$ cat src/hw/rtl/rgb_led_blink_sequencer_unit_macros.svh
// ----------------------------------------------------------------------------
// RGB LED blink sequencer assertion macros
// Shared concurrent assertion forms, gated by the synchronous reset.
// ----------------------------------------------------------------------------
`ifndef RGB_LED_BLINK_SEQUENCER_UNIT_MACROS_SVH
`define RGB_LED_BLINK_SEQUENCER_UNIT_MACROS_SVH

// same-cycle implication
`define RLBS_ASSERT_NOW(label, clk, rst_n, ante, cons) \
  label: assert property (@(posedge clk) disable iff (!rst_n) (ante) |-> (cons)) \
    else $error("rlbs assertion failed");

// next-cycle implication
`define RLBS_ASSERT_NEXT(label, clk, rst_n, ante, cons) \
  label: assert property (@(posedge clk) disable iff (!rst_n) (ante) |=> (cons)) \
    else $error("rlbs assertion failed");

`endif

$ cat src/hw/rtl/rlbs_pkg.sv
// ----------------------------------------------------------------------------
// RGB LED blink sequencer package
// Widths, command and mode codes, register indexes and the config bundle.
// ----------------------------------------------------------------------------
package rlbs_pkg;

  localparam int CMD_W       = 3;
  localparam int COLOR_W     = 24;
  localparam int DUR_W       = 16;
  localparam int CFG_IDX_W   = 2;
  localparam int COUNT_WIDTH = 16;

  localparam logic [DUR_W-1:0] BLINK_DUR_RST = DUR_W'(200);
  localparam logic [DUR_W-1:0] CONT_DUR_RST  = DUR_W'(500);

  localparam logic [CMD_W-1:0] CMD_TICK       = 3'd0;
  localparam logic [CMD_W-1:0] CMD_SET_COLOR  = 3'd1;
  localparam logic [CMD_W-1:0] CMD_CLEAR      = 3'd2;
  localparam logic [CMD_W-1:0] CMD_SET_SOLID  = 3'd3;
  localparam logic [CMD_W-1:0] CMD_BLINK      = 3'd4;
  localparam logic [CMD_W-1:0] CMD_BLINK_TWICE = 3'd5;
  localparam logic [CMD_W-1:0] CMD_BLINK_CONT = 3'd6;

  localparam logic [CFG_IDX_W-1:0] CFG_IDX_BLINK_DUR = 2'd0;
  localparam logic [CFG_IDX_W-1:0] CFG_IDX_CONT_DUR  = 2'd1;

  typedef enum logic [1:0] {
    MODE_SOLID = 2'd0,
    MODE_ONCE  = 2'd1,
    MODE_TWICE = 2'd2,
    MODE_CONT  = 2'd3
  } mode_t;

  typedef struct packed {
    logic [DUR_W-1:0] blink_dur;
    logic [DUR_W-1:0] cont_dur;
  } cfg_t;

endpackage

$ cat src/hw/rtl/rlbs_cfg.sv
// ----------------------------------------------------------------------------
// RGB LED blink sequencer configuration registers
// Holds the blink and continuous durations written over the config channel.
// ----------------------------------------------------------------------------
module rlbs_cfg (
  input  logic                           clk,
  input  logic                           rst_n,
  input  logic                           cfg_valid,
  output logic                           cfg_ready,
  input  logic [rlbs_pkg::CFG_IDX_W-1:0] cfg_index,
  input  logic [rlbs_pkg::DUR_W-1:0]     cfg_data,
  output rlbs_pkg::cfg_t                 cfg
);

  rlbs_pkg::cfg_t cfg_r;
  rlbs_pkg::cfg_t cfg_nxt;

  assign cfg_ready = 1'b1;
  assign cfg       = cfg_r;

  always_comb begin
    cfg_nxt = cfg_r;
    if (cfg_valid) begin
      unique case (cfg_index)
        rlbs_pkg::CFG_IDX_BLINK_DUR: cfg_nxt.blink_dur = cfg_data;
        rlbs_pkg::CFG_IDX_CONT_DUR:  cfg_nxt.cont_dur  = cfg_data;
        default: ;
      endcase
    end
  end

  always_ff @(posedge clk) begin
    if (!rst_n) begin
      cfg_r.blink_dur <= rlbs_pkg::BLINK_DUR_RST;
      cfg_r.cont_dur  <= rlbs_pkg::CONT_DUR_RST;
    end else begin
      cfg_r <= cfg_nxt;
    end
  end

endmodule

$ cat src/hw/rtl/rlbs_engine.sv
// ----------------------------------------------------------------------------
// RGB LED blink sequencer engine
// Mode, phase, colours and elapsed counter; applies one command or tick a step.
// ----------------------------------------------------------------------------
`include "rgb_led_blink_sequencer_unit_macros.svh"

module rlbs_engine #(
  parameter int COUNT_WIDTH = rlbs_pkg::COUNT_WIDTH
) (
  input  logic                         clk,
  input  logic                         rst_n,
  input  logic                         step,
  input  logic [rlbs_pkg::CMD_W-1:0]   cmd,
  input  logic [rlbs_pkg::COLOR_W-1:0] color,
  input  rlbs_pkg::cfg_t               cfg,
  output logic [rlbs_pkg::COLOR_W-1:0] led_color,
  output logic                         led_written
);

  localparam int CMP_W = (COUNT_WIDTH > rlbs_pkg::DUR_W) ? COUNT_WIDTH : rlbs_pkg::DUR_W;

  rlbs_pkg::mode_t              mode_r, mode_nxt;
  logic                         phase_on_r, phase_on_nxt;
  logic [rlbs_pkg::COLOR_W-1:0] blink_color_r, blink_color_nxt;
  logic [rlbs_pkg::COLOR_W-1:0] base_color_r, base_color_nxt;
  logic [rlbs_pkg::COLOR_W-1:0] shown_color_r, shown_color_nxt;
  logic [COUNT_WIDTH-1:0]       elapsed_r, elapsed_nxt;
  logic [COUNT_WIDTH-1:0]       elapsed_inc;
  logic [CMP_W-1:0]             inc_ext, blink_ext, cont_ext;
  logic                         written;

  assign elapsed_inc = (&elapsed_r) ? elapsed_r : elapsed_r + COUNT_WIDTH'(1);
  assign inc_ext     = CMP_W'(elapsed_inc);
  assign blink_ext   = CMP_W'(cfg.blink_dur);
  assign cont_ext    = CMP_W'(cfg.cont_dur);

  always_comb begin
    mode_nxt        = mode_r;
    phase_on_nxt    = phase_on_r;
    blink_color_nxt = blink_color_r;
    base_color_nxt  = base_color_r;
    shown_color_nxt = shown_color_r;
    elapsed_nxt     = elapsed_r;
    written         = 1'b0;
    unique case (cmd)
      rlbs_pkg::CMD_TICK: begin
        elapsed_nxt = elapsed_inc;
        if (mode_r != rlbs_pkg::MODE_SOLID && inc_ext >= blink_ext) begin
          unique case (mode_r)
            rlbs_pkg::MODE_CONT: begin
              if (inc_ext >= cont_ext) begin
                phase_on_nxt    = !phase_on_r;
                elapsed_nxt     = '0;
                shown_color_nxt = phase_on_r ? '0 : blink_color_r;
                written         = 1'b1;
              end
            end
            rlbs_pkg::MODE_TWICE: begin
              elapsed_nxt = '0;
              written     = 1'b1;
              if (phase_on_r) begin
                phase_on_nxt    = 1'b0;
                shown_color_nxt = '0;
              end else begin
                phase_on_nxt    = 1'b1;
                mode_nxt        = rlbs_pkg::MODE_ONCE;
                shown_color_nxt = blink_color_r;
              end
            end
            rlbs_pkg::MODE_ONCE: begin
              phase_on_nxt    = 1'b0;
              elapsed_nxt     = '0;
              blink_color_nxt = '0;
              mode_nxt        = rlbs_pkg::MODE_SOLID;
              shown_color_nxt = base_color_r;
              written         = 1'b1;
            end
            default: ;
          endcase
        end
      end
      rlbs_pkg::CMD_SET_COLOR: begin
        base_color_nxt = color;
        if (mode_r == rlbs_pkg::MODE_SOLID) begin
          shown_color_nxt = color;
          written         = 1'b1;
        end
      end
      rlbs_pkg::CMD_CLEAR: begin
        mode_nxt        = rlbs_pkg::MODE_SOLID;
        phase_on_nxt    = 1'b0;
        blink_color_nxt = '0;
        elapsed_nxt     = '0;
        base_color_nxt  = '0;
        shown_color_nxt = '0;
        written         = 1'b1;
      end
      rlbs_pkg::CMD_SET_SOLID: begin
        mode_nxt        = rlbs_pkg::MODE_SOLID;
        base_color_nxt  = color;
        shown_color_nxt = color;
        written         = 1'b1;
      end
      rlbs_pkg::CMD_BLINK, rlbs_pkg::CMD_BLINK_TWICE, rlbs_pkg::CMD_BLINK_CONT: begin
        priority if (cmd == rlbs_pkg::CMD_BLINK) begin
          mode_nxt = rlbs_pkg::MODE_ONCE;
        end else if (cmd == rlbs_pkg::CMD_BLINK_TWICE) begin
          mode_nxt = rlbs_pkg::MODE_TWICE;
        end else begin
          mode_nxt = rlbs_pkg::MODE_CONT;
        end
        blink_color_nxt = color;
        elapsed_nxt     = '0;
        phase_on_nxt    = 1'b1;
        shown_color_nxt = color;
        written         = 1'b1;
      end
      default: ;
    endcase
  end

  assign led_color   = shown_color_nxt;
  assign led_written = written;

  always_ff @(posedge clk) begin
    if (!rst_n) begin
      mode_r        <= rlbs_pkg::MODE_SOLID;
      phase_on_r    <= 1'b0;
      blink_color_r <= '0;
      base_color_r  <= '0;
      shown_color_r <= '0;
      elapsed_r     <= '0;
    end else if (step) begin
      mode_r        <= mode_nxt;
      phase_on_r    <= phase_on_nxt;
      blink_color_r <= blink_color_nxt;
      base_color_r  <= base_color_nxt;
      shown_color_r <= shown_color_nxt;
      elapsed_r     <= elapsed_nxt;
    end
  end

  `RLBS_ASSERT_NEXT(a_clear_goes_dark, clk, rst_n, step && cmd == rlbs_pkg::CMD_CLEAR, mode_r == rlbs_pkg::MODE_SOLID && shown_color_r == '0 && elapsed_r == '0)
  `RLBS_ASSERT_NOW(a_solid_tick_quiet, clk, rst_n, cmd == rlbs_pkg::CMD_TICK && mode_r == rlbs_pkg::MODE_SOLID, !led_written && led_color == shown_color_r)
  `RLBS_ASSERT_NEXT(a_blink_start_lit, clk, rst_n, step && (cmd == rlbs_pkg::CMD_BLINK || cmd == rlbs_pkg::CMD_BLINK_TWICE || cmd == rlbs_pkg::CMD_BLINK_CONT), phase_on_r && shown_color_r == blink_color_r && elapsed_r == '0)

endmodule

$ cat src/hw/rtl/rgb_led_blink_sequencer_unit.sv
// ----------------------------------------------------------------------------
// RGB LED blink sequencer unit
// Input register, sequencing engine and result register around one LED colour.
// ----------------------------------------------------------------------------
// Takes one tick or command per cycle unless results stall and returns exactly
// one result for each: the colour on the LED after the item and whether the
// item wrote the LED. An item waits in the input register, steps the engine, and
// its result is held in the result register until taken; the engine state
// update sets the sustained rate of one item per clock while out_ready is high,
// and the input register lets a new item enter while a result waits.
// Configuration writes are taken at any time but belong in idle periods.
`include "rgb_led_blink_sequencer_unit_macros.svh"

module rgb_led_blink_sequencer_unit #(
  parameter int COUNT_WIDTH = rlbs_pkg::COUNT_WIDTH
) (
  input  logic                           clk,
  input  logic                           rst_n,
  input  logic                           in_valid,
  output logic                           in_ready,
  input  logic [rlbs_pkg::CMD_W-1:0]     in_cmd,
  input  logic [rlbs_pkg::COLOR_W-1:0]   in_color,
  output logic                           out_valid,
  input  logic                           out_ready,
  output logic [rlbs_pkg::COLOR_W-1:0]   out_led_color,
  output logic                           out_led_written,
  input  logic                           cfg_valid,
  output logic                           cfg_ready,
  input  logic [rlbs_pkg::CFG_IDX_W-1:0] cfg_index,
  input  logic [rlbs_pkg::DUR_W-1:0]     cfg_data
);

  rlbs_pkg::cfg_t               cfg;
  logic                         in_valid_r, in_valid_nxt;
  logic [rlbs_pkg::CMD_W-1:0]   in_cmd_r;
  logic [rlbs_pkg::COLOR_W-1:0] in_color_r;
  logic                         out_valid_r, out_valid_nxt;
  logic [rlbs_pkg::COLOR_W-1:0] out_led_color_r;
  logic                         out_led_written_r;
  logic [rlbs_pkg::COLOR_W-1:0] led_color;
  logic                         led_written;
  logic                         advance;

  rlbs_cfg u_cfg (
    .clk       (clk),
    .rst_n     (rst_n),
    .cfg_valid (cfg_valid),
    .cfg_ready (cfg_ready),
    .cfg_index (cfg_index),
    .cfg_data  (cfg_data),
    .cfg       (cfg)
  );

  rlbs_engine #(
    .COUNT_WIDTH (COUNT_WIDTH)
  ) u_engine (
    .clk         (clk),
    .rst_n       (rst_n),
    .step        (advance),
    .cmd         (in_cmd_r),
    .color       (in_color_r),
    .cfg         (cfg),
    .led_color   (led_color),
    .led_written (led_written)
  );

  assign advance  = in_valid_r && (!out_valid_r || out_ready);
  assign in_ready = !in_valid_r || advance;

  assign in_valid_nxt  = (in_valid && in_ready) || (in_valid_r && !advance);
  assign out_valid_nxt = advance || (out_valid_r && !out_ready);

  always_ff @(posedge clk) begin
    if (!rst_n) begin
      in_valid_r  <= 1'b0;
      out_valid_r <= 1'b0;
    end else begin
      in_valid_r  <= in_valid_nxt;
      out_valid_r <= out_valid_nxt;
    end
  end

  always_ff @(posedge clk) begin
    if (in_valid && in_ready) begin
      in_cmd_r   <= in_cmd;
      in_color_r <= in_color;
    end
    if (advance) begin
      out_led_color_r   <= led_color;
      out_led_written_r <= led_written;
    end
  end

  assign out_valid       = out_valid_r;
  assign out_led_color   = out_led_color_r;
  assign out_led_written = out_led_written_r;

  `RLBS_ASSERT_NEXT(a_stage_holds, clk, rst_n,
                    in_valid_r && out_valid_r && !out_ready,
                    in_valid_r && $stable(in_cmd_r) && $stable(in_color_r))

endmodule

$ cat config.mk
export PLATFORM = sky130hd
export DESIGN_NAME = rgb_led_blink_sequencer_unit
export DESIGN_NICKNAME = d
export VERILOG_FILES = /design/src/hw/rtl/rlbs_pkg.sv /design/src/hw/rtl/rlbs_cfg.sv /design/src/hw/rtl/rlbs_engine.sv /design/src/hw/rtl/rgb_led_blink_sequencer_unit.sv
export VERILOG_INCLUDE_DIRS = /design/src /design/src/hw/rtl
export SDC_FILE = /design/constraint.sdc
export NUM_CORES = 1
export LEC_CHECK = 0
export CAP_MARGIN = 20
export CORE_ASPECT_RATIO = 0.9
export CORE_MARGIN = 4
export CORE_UTILIZATION = 45
export CTS_BUF_LIST = sky130_fd_sc_hd__clkbuf_8
export CTS_CLUSTER_DIAMETER = 120
export CTS_CLUSTER_SIZE = 8
export DETAILED_ROUTE_END_ITERATION = 8
export DONT_BUFFER_PORTS = 1
export PLACE_DENSITY = 0.61
export SYNTH_ARGS = -nofsm -noshare
export SYNTH_HDL_FRONTEND = slang
export SYNTH_HIERARCHICAL = 1
export SYNTH_SLANG_ARGS = --single-unit
$ cat constraint.sdc
create_clock -name clk -period 6.3 [get_ports clk]
set_input_delay 1.26 -clock clk [delete_from_list [all_inputs] [get_ports clk]]
set_output_delay 1.26 -clock clk [all_outputs]
set_load 0.1 [all_outputs]
==> results of run 1 <==
-- critical path, delay by kind of cell (launching register included) --
kind | cells | cell delay [ns]
flip-flops | 1 | 0.51
buffers and inverters | 1 | 0.45
adder cells (fa/ha/maj) | 1 | 0.28
AO/OA/AOI/OAI | 7 | 1.75
AND/OR/NAND/NOR | 5 | 1.43
XOR/XNOR | 1 | 0.16
-- how the worst min path moves through the flow --
stage / to / from
2_1_floorplan: u_engine/base_color_r[10] / u_engine/base_color_r[10]
3_3_place_gp: u_engine/base_color_r[17] / u_engine/base_color_r[17]
3_5_place_dp: u_engine/base_color_r[22] / u_engine/base_color_r[22]
4_1_cts: u_engine/base_color_r[22] / u_engine/base_color_r[22]
5_1_grt: u_engine/base_color_r[5] / u_engine/base_color_r[5]
6_report: u_engine/base_color_r[22] / u_engine/base_color_r[22]
-- placed cells by master (no fill, tap or decap), types with 17 or more instances in the layout --
cell type	Yosys	final
nand2_1	159	159
ha_1	37	37
a221oi_1	46	46
inv_1	43	42
nand2b_1	25	25
edfxtp_1	52	52
o21ai_0	19	19
mux2i_1	29	29
clkbuf_8	0	17
a32o_1	24	24
o31ai_1	22	22
dfxtp_1	125	125
a21oi_1	45	43
nand3_1	61	61
o221ai_1	22	22
nor2_1	55	55
-- per-stage QoR --
step,cell area (um2),setup slack (ns),util,power [uW]
after floorplan,8987,2.106,-,1499
after global placement,9141,1.743,0.4712,1548
after detailed placement,9141,1.667,0.4712,1549
after CTS,9548,1.650,0.4922,2353
after global routing,9575,1.241,0.4936,2431
final,9575,1.568,0.4936,2336
-- kinds of logic after synthesis --
family / count (synthesis) / synth area share
xor+xnor: 11 / 0.01072
buf+inv: 115 / 0.05750
simple gates: 350 / 0.1838
fa+ha+maj: 37 / 0.05151
flops: 177 / 0.4522
mux: 31 / 0.03480
compound gates: 248 / 0.2091
other cells: 1 / 0.0004173
-- state kept, by name (all words and copies together), names as in the netlist, 2 cells and up --
signal                  count
u_engine/base_color_r      24
in_color_r                 24
u_engine/elapsed_r         16
u_engine/mode_r             2
u_cfg/cfg                  32
in_cmd_r                    3
out_led_color              24
u_engine/blink_color_r     24
u_engine/shown_color_r     24
-- power breakdown --
| part | switching, uW | internal, uW | total [uW] |
|---|---|---|---|
| combinational | 137 | 75.4 | 212 |
| clock | 473 | 335 | 807 |
| sequential | 102 | 1210 | 1320 |
-- layout make-up --
class / instances / area [um2]
clock buffer: 17 / 234.0
clock inverter: 15 / 172.7
fill: 1806 / 9823
inverter: 44 / 165.2
multi-input combinational: 678 / 4479
sequential: 177 / 4064
tap: 250 / 312.8
timing repair buffer: 17 / 147.6
-- per-layer routing --
layer,part of all wire,vias to the layer above
li1,-,3540
met1,0.48,3512
met2,0.43,319
met3,0.077,27
met4,0.012,0
met5,0,-
==> metrics, run 1 <==
Resized Gates After CTS 0; yosys warns 6; hold slack 0.4544 ns; top-count cell post-synth nand2_1; Top-Level Pins slightly below 80; ys async rst share 0; die width between 150 and 200 um; launching element type of the critical path flop; GR Util met1 0.3160; CP endpoint kind flop; Finished Layout Cells between 1000 and 1500; CTS root buffer clkbuf_8; CP cell instances and4_4 -> nand4_1 -> or3_1 -> and3_1 -> nand3_1 -> xnor2_1 -> ha_1 -> a21oi_1 -> o21ai_0 -> a221o_1 -> a31oi_2 -> o2bb2ai_4 -> buf_4 -> a221oi_1 -> o31ai_1; slew margin rel. 0.2561; RSZ-0062 raised after global routing no; Max IR drop VDD approximately 0.13 mV; outcome finished clean; met2 track demand over resource 0.2965; cell row count 48; Iter 0 DRT Violations between 700 and 800; met3 GRT Util 0.05078; Hold Crit Class flop to flop; vias in the first global route approximately 7000; slowest library cell on the worst path dfxtp_1; GRT Total Usage 0.2072; crit path capture u_engine/shown_color_r[1]; R2R Setup Slk about 1.6 ns; max-slew violation count 0; fmax ~210 MHz; RD Place Congestion between 0.8 and 0.9; critical path class flop to flop; crit path from u_engine/elapsed_r[8]; Max Cap Viol 0; routed length per instance approximately 20 um; fin nets ~1000; CTS clk-pin slew, worst paths roughly 0.1 ns; Area contributors post-synth dfxtp_1 28%, edfxtp_1 17%, nand2_1 6.6%, ha_1 5.2%, a221oi_1 4.5%; final setup violation count 0; CP required roughly 6.7 ns; antenna-violating nets left 0; FF-to-FF path depth 15; syn nets 1057; initial antenna violation count 0; via count 7398; Mapped Cells 970; RR Startpoint u_engine/elapsed_r[8]; Die ar. 22300 um2; Avg Cell Area, Syn around 9 um2; Placed Cells incl. Taps around 1200; first-pass GRT wire length ~37000 um; Cell Area, Synth 8987 um2; part of the cycle the worst path needs 0.7511; share of cells above drive strength 1 0.07278; area leader, netlist dfxtp_1; total inserted antenna cells 0; die height 142.1 um; postcts setup bufs 0; hold path cells 2; most frequent cells after synthesis 159 x nand2_1, 125 x dfxtp_1, 61 x nand3_1, 55 x nor2_1, 52 x edfxtp_1; setup_tns 0 ns; Max Clock Skew 0.01403 ns; TritonCTS clock tree yes; Via density between 6 and 7; Layout area overhead 6.543%; DRC 0; post-route minimum period 4.732 ns; CP max stage delay 0.51 ns; number of hold buffers added after CTS 0; DR pass1 iterations 6; pin count of the biggest net entering global routing approximately 120; post-DP HPWL approximately 14000 um; register area share after synthesis 0.4522; crit path DAT just over 5 ns; Fin. Hold Viols 0; Clock Path Buffers 2; Core Area 19400 um2; Most Crowded Layer GR met1; GR Overflow Total 0; share of the synthesized area in the top cell type 0.2784; Crit Path Max Fanout 28; Power Dens Cells 244.0 nW/um2; Main synth FF type dfxtp_1; Yosys reg bits between 150 and 200; Initial Utilization 0.4633; Clock Latency Late Sink 0.46 ns; CTS Buf Count 17; Worst Tran Pin Value ~1.1 ns; Routed WL about 23000 um; clk sinks about 180; PortBufs 0; H-tree levels 4; Yosys cell types 67; R2R Path End u_engine/shown_color_r[1]; leakage power roughly 0.0035 uW; Post-synth EDFFs 52
Power figures use the tool's default switching activity.
==> run 2, diff against run 1 <==
Settings changed: PLACE_DENSITY 0.61 to 0.63.
Clock period 6.3 ns to 3.9 ns, I/O delays scaled along.
==> run 2 against run 1 <==
  * Die area unchanged
  * Non-clock buffer count grew 43
  * Cell count up 3.6%
  * Via count is 3.2% higher
  * Flip-flop and latch count is the same
  * Sequential share of layout area shrank 2.4 points
  * Clock skew is 0.014 ns higher
  * Cell area grew 6.0%
  * Total power is 60% higher
  * Critical path depth unchanged
  * Sequential power increased by 61%
  * Critical path type unchanged
==> metrics, run 2 (same netlist as run 1, synthesis figures left out) <==
Internal roughly 2600 uW; Clock Latency Late Sink around 0.47 ns; critical path class flop to flop; R2R Setup Slk approximately 0.15 ns; commonest non-fill, non-tap cell in the layout nand2_1; H-tree levels 4; Crit Path Max Fanout 8; slowest library cell on the worst path dfxtp_1; CP top delay family simple AND/OR/NAND/NOR gates; most used cell, CP buf_4; max reg flops 32; Sw Pwr roughly 1200 uW; multi-input logic area between 4000 and 5000 um2; Fin. Hold Viols 0; Initial Utilization 0.4633; cell row count 48; FF+latch area about 4100 um2; fin nets approximately 1100; combinational power share 0.097; clock power share 0.336; CP endpoint kind flop; most frequent cells in the layout 159 x nand2_1, 125 x dfxtp_1, 61 x nand3_1; CTS clk-pin slew, worst paths ~0.11 ns; WP depth 15; Finished Cell Area approximately 10000 um2; initial antenna violation count 0; Filler Cell Count around 1800; Worst Tran Pin Value just over 1 ns; Buf/Inv on CP 3; antenna-violating nets left 0; part of the cycle the worst path needs 0.9606; Max IR drop VDD roughly 0.22 mV; Power Dens Cells about 370 nW/um2; total inserted antenna cells 0; dpl cell area ~9500 um2; Via density 6.153; Routed WL ~24000 um; Die ar. approximately 22000 um2; Max Clock Skew roughly 0.028 ns; CP max stage delay 0.36 ns; launching element type of the critical path flop; FF-to-FF path depth 15; Layout area overhead 12.91%; CP required roughly 4.1 ns; Top-Level Pins 78; pin count of the biggest net entering global routing approximately 120; die width roughly 160 um; slew margin rel. 0.3280; leakage power 0.003900 uW; GR Overflow Total 0; routed length per instance just under 20 um; Seq pwr share 0.567; RR Startpoint u_engine/elapsed_r[10]; CP cell instances and4_4 -> nand4_1 -> or3_1 -> buf_4 -> nand3_1 -> xnor2_2 -> ha_1 -> a22o_1 -> o41ai_2 -> a211oi_1 -> buf_4 -> or2_4 -> buf_4 -> o221ai_1 -> nor2_1; fmax around 270 MHz; Hold Crit Class input pin to flop; first-pass GRT wire length about 38000 um; Net Sw Frac 0.3122; RSZ-0062 raised after global routing yes; PortBufs 0; RD Place Congestion about 0.9; Core Area around 19000 um2; DR pass1 iterations 5; crit path capture out_led_color[20]; TritonCTS clock tree yes; number of hold buffers added after CTS 0; DRC 0; hold path cells 0; hold slack a little under 0.4 ns; via count between 7000 and 8000; outcome finished clean; post-DP HPWL about 15000 um; clk sinks about 180; post-route minimum period 3.746 ns; die height about 140 um; R2R Path End out_led_color[20]; Iter 0 DRT Violations around 930; GRT Total Usage 0.2128; Clock Path Buffers 2; vias in the first global route roughly 7000; CTS root buffer clkbuf_8; CTS Buf Count 17; share of cells above drive strength 1 0.1423; Max Cap Viol 0; final setup violation count 0; crit path DAT 3.95 ns; crit path from u_engine/elapsed_r[10]; max-slew violation count 0
==> run 2: worst min-delay path by stage <==
| stage | from | end | slack [ns] |
|---|---|---|---|
| 6_report | in_color[9] | in_color_r[9] | 0.40 |
| 5_1_grt | in_color[9] | in_color_r[9] | 0.35 |
| 4_1_cts | in_color[9] | in_color_r[9] | 0.37 |
| 3_5_place_dp | u_engine/base_color_r[19] | u_engine/base_color_r[19] | 0.44 |
| 3_3_place_gp | u_engine/base_color_r[9] | u_engine/base_color_r[9] | 0.44 |
| 2_1_floorplan | u_engine/base_color_r[10] | u_engine/base_color_r[10] | 0.43 |
==> run 2: worst register-to-register path, stage by stage (launching register included) <==
cell and delay, ns:
dfxtp_1 0.36, and4_4 0.24, nand4_1 0.12, or3_1 0.35
buf_4 0.19, nand3_1 0.13, xnor2_2 0.15, ha_1 0.28
a22o_1 0.24, o41ai_2 0.34, a211oi_1 0.12, buf_4 0.18
or2_4 0.29, buf_4 0.19, o221ai_1 0.23, nor2_1 0.09
==> run 2: layout make-up <==
cell class | instances | area share
Multi-Input combinational cell | 678 | 0.4592
Sequential cell | 177 | 0.4005
Timing Repair Buffer | 60 | 0.05388
Tap cell | 250 | 0.03083
Clock buffer | 17 | 0.02306
Clock inverter | 15 | 0.01628
Inverter | 44 | 0.01628
==> run 2: what timing repair did <==
action	CTS	global route
buffers inserted	0	3
setup endpoints to repair	14	53
pin swaps	0	4
gates cloned	0	1
gates resized for setup	1	34
==> run 2: metrics by stage <==
stage                     setup WS, ns  total power, uW  instances  utilization  TNS, ns
after floorplan                0.05276             2422        970            -        0
after global placement        -0.02004             2504       1205       0.4886  -0.1038
after detailed placement      -0.03106             2508       1205       0.4886  -0.2470
after CTS                      0.05385             3762       1237       0.5096        0
after global routing          -0.02226             3905       1241       0.5231  -0.1401
final                           0.1538             3749       1241       0.5231        0
==> run 2: per-layer routing <==
metal,global-route usage,share of wire
met1,0.3116,0.45
met5,0,0
met2,0.3168,0.45
met3,0.05746,0.086
met4,0.04475,0.012
==> run 2: power groups by stage <==
| stage | Clock (uW) | Sequential (uW) | Combinational, uW |
|---|---|---|---|
| 3_5_place_dp | 0 | 2160 | 344 |
| 4_1_cts | 1290 | 2120 | 345 |
| 3_3_place_gp | 0 | 2170 | 338 |
| 2_1_floorplan | 0 | 2150 | 275 |
| 5_1_grt | 1370 | 2130 | 404 |
| 6_report | 1260 | 2120 | 364 |
==> run 3, diff against run 2 <==
Settings changed: CAP_MARGIN 20 to unset, MAX_ROUTING_LAYER set to met4, SYNTH_HIERARCHICAL 1 to unset.
==> run 3 against run 2 <==
  * Clock power grew 4%
  * Synthesized area increased by 2.8%
  * Total power rose by 1.5%
  * Flip-flop and latch count unchanged
  * Die area up 2.7%
  * Count of clock-buffer cells in the layout is the same
  * Sequential power hardly changed
  * Register-to-register slack got worse by 0.08 ns
  * First-iteration DRC count fell by 30%
  * Largest power group unchanged
==> metrics, run 3 <==
outcome finished clean; via count about 7900; ys async rst share 0; GR Util met1 0.3185; Initial Utilization 0.4596; routed length per instance between 15 and 20 um; die height between 100 and 150 um; Via density between 6 and 7; crit path capture out_led_color[16]; most frequent cells in the layout 126 x nand2_1, 120 x dfxtp_1, 111 x a21oi_1; cell row count 49; met2 track demand over resource 0.3173; Area contributors post-synth dfxtp_1 27%, edfxtp_1 17%, a21oi_1 6.2%, nand2_1 5.3%, nor4b_4 5.1%; RR Startpoint u_engine.elapsed_r[6]; register area share after synthesis 0.4398; Post-synth EDFFs 52; Power Dens Cells roughly 360 nW/um2; multi-input logic area between 4000 and 5000 um2; part of the cycle the worst path needs 0.9808; fin nets 1108; crit path DAT 4.17 ns; TritonCTS clock tree yes; Top-Level Pins between 70 and 80; Final Core Density 0.5293; Main synth FF type dfxtp_1; Cell Area, Synth 9241 um2; max-slew violation count 0; launching element type of the critical path flop; Yosys reg bits around 180; vias in the first global route ~7200; Die ar. approximately 23000 um2; Filler Cell Count about 1900; crit path from u_engine.elapsed_r[6]; R2R Setup Slk about 0.075 ns; Clock Path Buffers 2; pin count of the biggest net entering global routing 61; final setup violation count 0; Clock Latency Late Sink approximately 0.48 ns; post-DP HPWL between 15000 and 20000 um; Most Crowded Layer GR met1; syn nets around 1100; top-count cell post-synth nand2_1; clk sinks around 180; number of hold buffers added after CTS 0; Crit Path Max Fanout 8; first-pass GRT wire length 39500 um; FF-to-FF path depth 17; antenna-violating nets left 0; H-tree levels 4; share of cells above drive strength 1 0.1905; critical path class flop to flop; share of the synthesized area in the top cell type 0.2708; R2R Path End out_led_color[16]; Layout area overhead 15.18%; commonest non-fill, non-tap cell in the layout nand2_1; CP required between 4 and 5 ns; Max Clock Skew between 0.015 and 0.02 ns; Finished Cell Area approximately 11000 um2; Yosys cell types 63; Worst Tran Pin Value 1.087 ns; yosys warns 0; RD Place Congestion approximately 0.84; RSZ-0062 raised after global routing yes; Fin. Hold Viols 0; Avg Cell Area, Syn roughly 9 um2; die width between 150 and 200 um; CTS root buffer clkbuf_8; total inserted antenna cells 0; CTS Buf Count 17; fmax approximately 260 MHz; initial antenna violation count 0; setup_tns 0 ns; Max Cap Viol 0; DRC 0; DR pass1 iterations 5; leakage power 0.004000 uW; Routed WL roughly 26000 um; slew margin rel. 0.2751; CTS clk-pin slew, worst paths 0.11 ns; GR Overflow Total 0; FF+latch area approximately 4100 um2; Iter 0 DRT Violations roughly 650; GRT Total Usage 0.2213; Max IR drop VDD a little under 0.3 mV; post-route minimum period roughly 3.8 ns; max reg flops 32; most frequent cells after synthesis 130 x nand2_1, 125 x dfxtp_1, 115 x a21oi_1, 86 x o21ai_0, 62 x clkbuf_1; dpl cell area about 10000 um2; Hold Crit Class input pin to flop; Core Area a little over 20000 um2; area leader, netlist dfxtp_1; Mapped Cells roughly 1000; met3 GRT Util 0.05391; PortBufs 0; CP endpoint kind flop
## run 3: cell count changes after synthesis, sizes merged, moves of 24 or more
cell | before | now
a32o | 24 | 0
nand2 | 160 | 130
a21oi | 45 | 116
mux2i | 29 | 1
o21ai | 22 | 107
nor2 | 55 | 30
## run 3: power by group
part           internal (uW)  switching, uW  leakage (uW)
clock                    538            771      0.000206
sequential              1970            160       0.00152
combinational            114            255       0.00228
total                   2620           1190       0.00400
## run 3: kinds of logic (layout without fill, tap and decap cells)
family                   after synthesis  count (layout)  synth area share
adder cells (fa/ha/maj)               37              37           0.05009
AO/OA/AOI/OAI                        343             343            0.2269
other                                  1               1         0.0004058
XOR/XNOR                               8               8          0.007582
flip-flops                           177             177            0.4398
AND/OR/NAND/NOR                      315             315            0.2145
multiplexers                           5               5          0.005957
buffers and inverters                121             148           0.05483
## run 3: through the flow
stage	instances	worst slack (ns)	hold slack (ns)	total power, uW
2_1_floorplan	1007	0.04567	0.4322	2403
3_3_place_gp	1244	-0.04635	0.4394	2513
3_5_place_dp	1244	-0.09964	0.4466	2517
4_1_cts	1276	0.01158	0.3622	3812
5_1_grt	1289	-0.08965	0.3494	3952
6_report	1289	0.07473	0.3882	3804
## run 3: how the worst min path moves through the flow
| stage | from | to | slack (ns) | depth (start not counted) |
|---|---|---|---|---|
| floorplan | u_engine.base_color_r[0] | u_engine.base_color_r[0] | 0.43 | 2 |
| global placement | u_engine.base_color_r[12] | u_engine.base_color_r[12] | 0.44 | 2 |
| detailed placement | u_cfg.cfg[21] | u_cfg.cfg[21] | 0.45 | 2 |
| CTS | rst_n | u_cfg.cfg[2] | 0.36 | 1 |
| global route | in_color[7] | in_color_r[7] | 0.35 | 0 |
| finish | rst_n | u_cfg.cfg[2] | 0.39 | 1 |
## run 3: repair_timing
item,CTS,global route
pin swaps,5,35
endpoints found under the setup margin,38,76
resized for setup,7,67
buffers inserted,0,9
cloned,0,4
## run 3: layer usage
| metal | part of all wire | vias to the layer above |
|---|---|---|
| li1 | - | 3783 |
| met1 | 0.48 | 3784 |
| met2 | 0.43 | 296 |
| met3 | 0.076 | 18 |
| met4 | 0.0087 | 0 |
| met5 | 0 | - |
## run 3: critical path: stages, from the launching register on
cell and delay [ns]:
dfxtp_2 0.34, and4_4 0.24, nand4_4 0.14, or4_4 0.52, nand2b_4 0.11, nor2_2 0.04, or2_4 0.26, ha_4 0.26
o211ai_1 0.08, a21oi_1 0.14, and4b_1 0.25, o21a_4 0.25, buf_4 0.15, buf_12 0.13, buf_4 0.15, nor4b_4 0.41
o31ai_1 0.14, nand2_1 0.08
## run 3: final cells by class
class                   instances  area share
well taps                     255     0.02998
multi-input cells             709      0.4675
clock inverters                15     0.01540
clock buffers                  17     0.02198
flip-flops and latches        177      0.3824
inverters                      40     0.01422
repair buffers                 76     0.06853
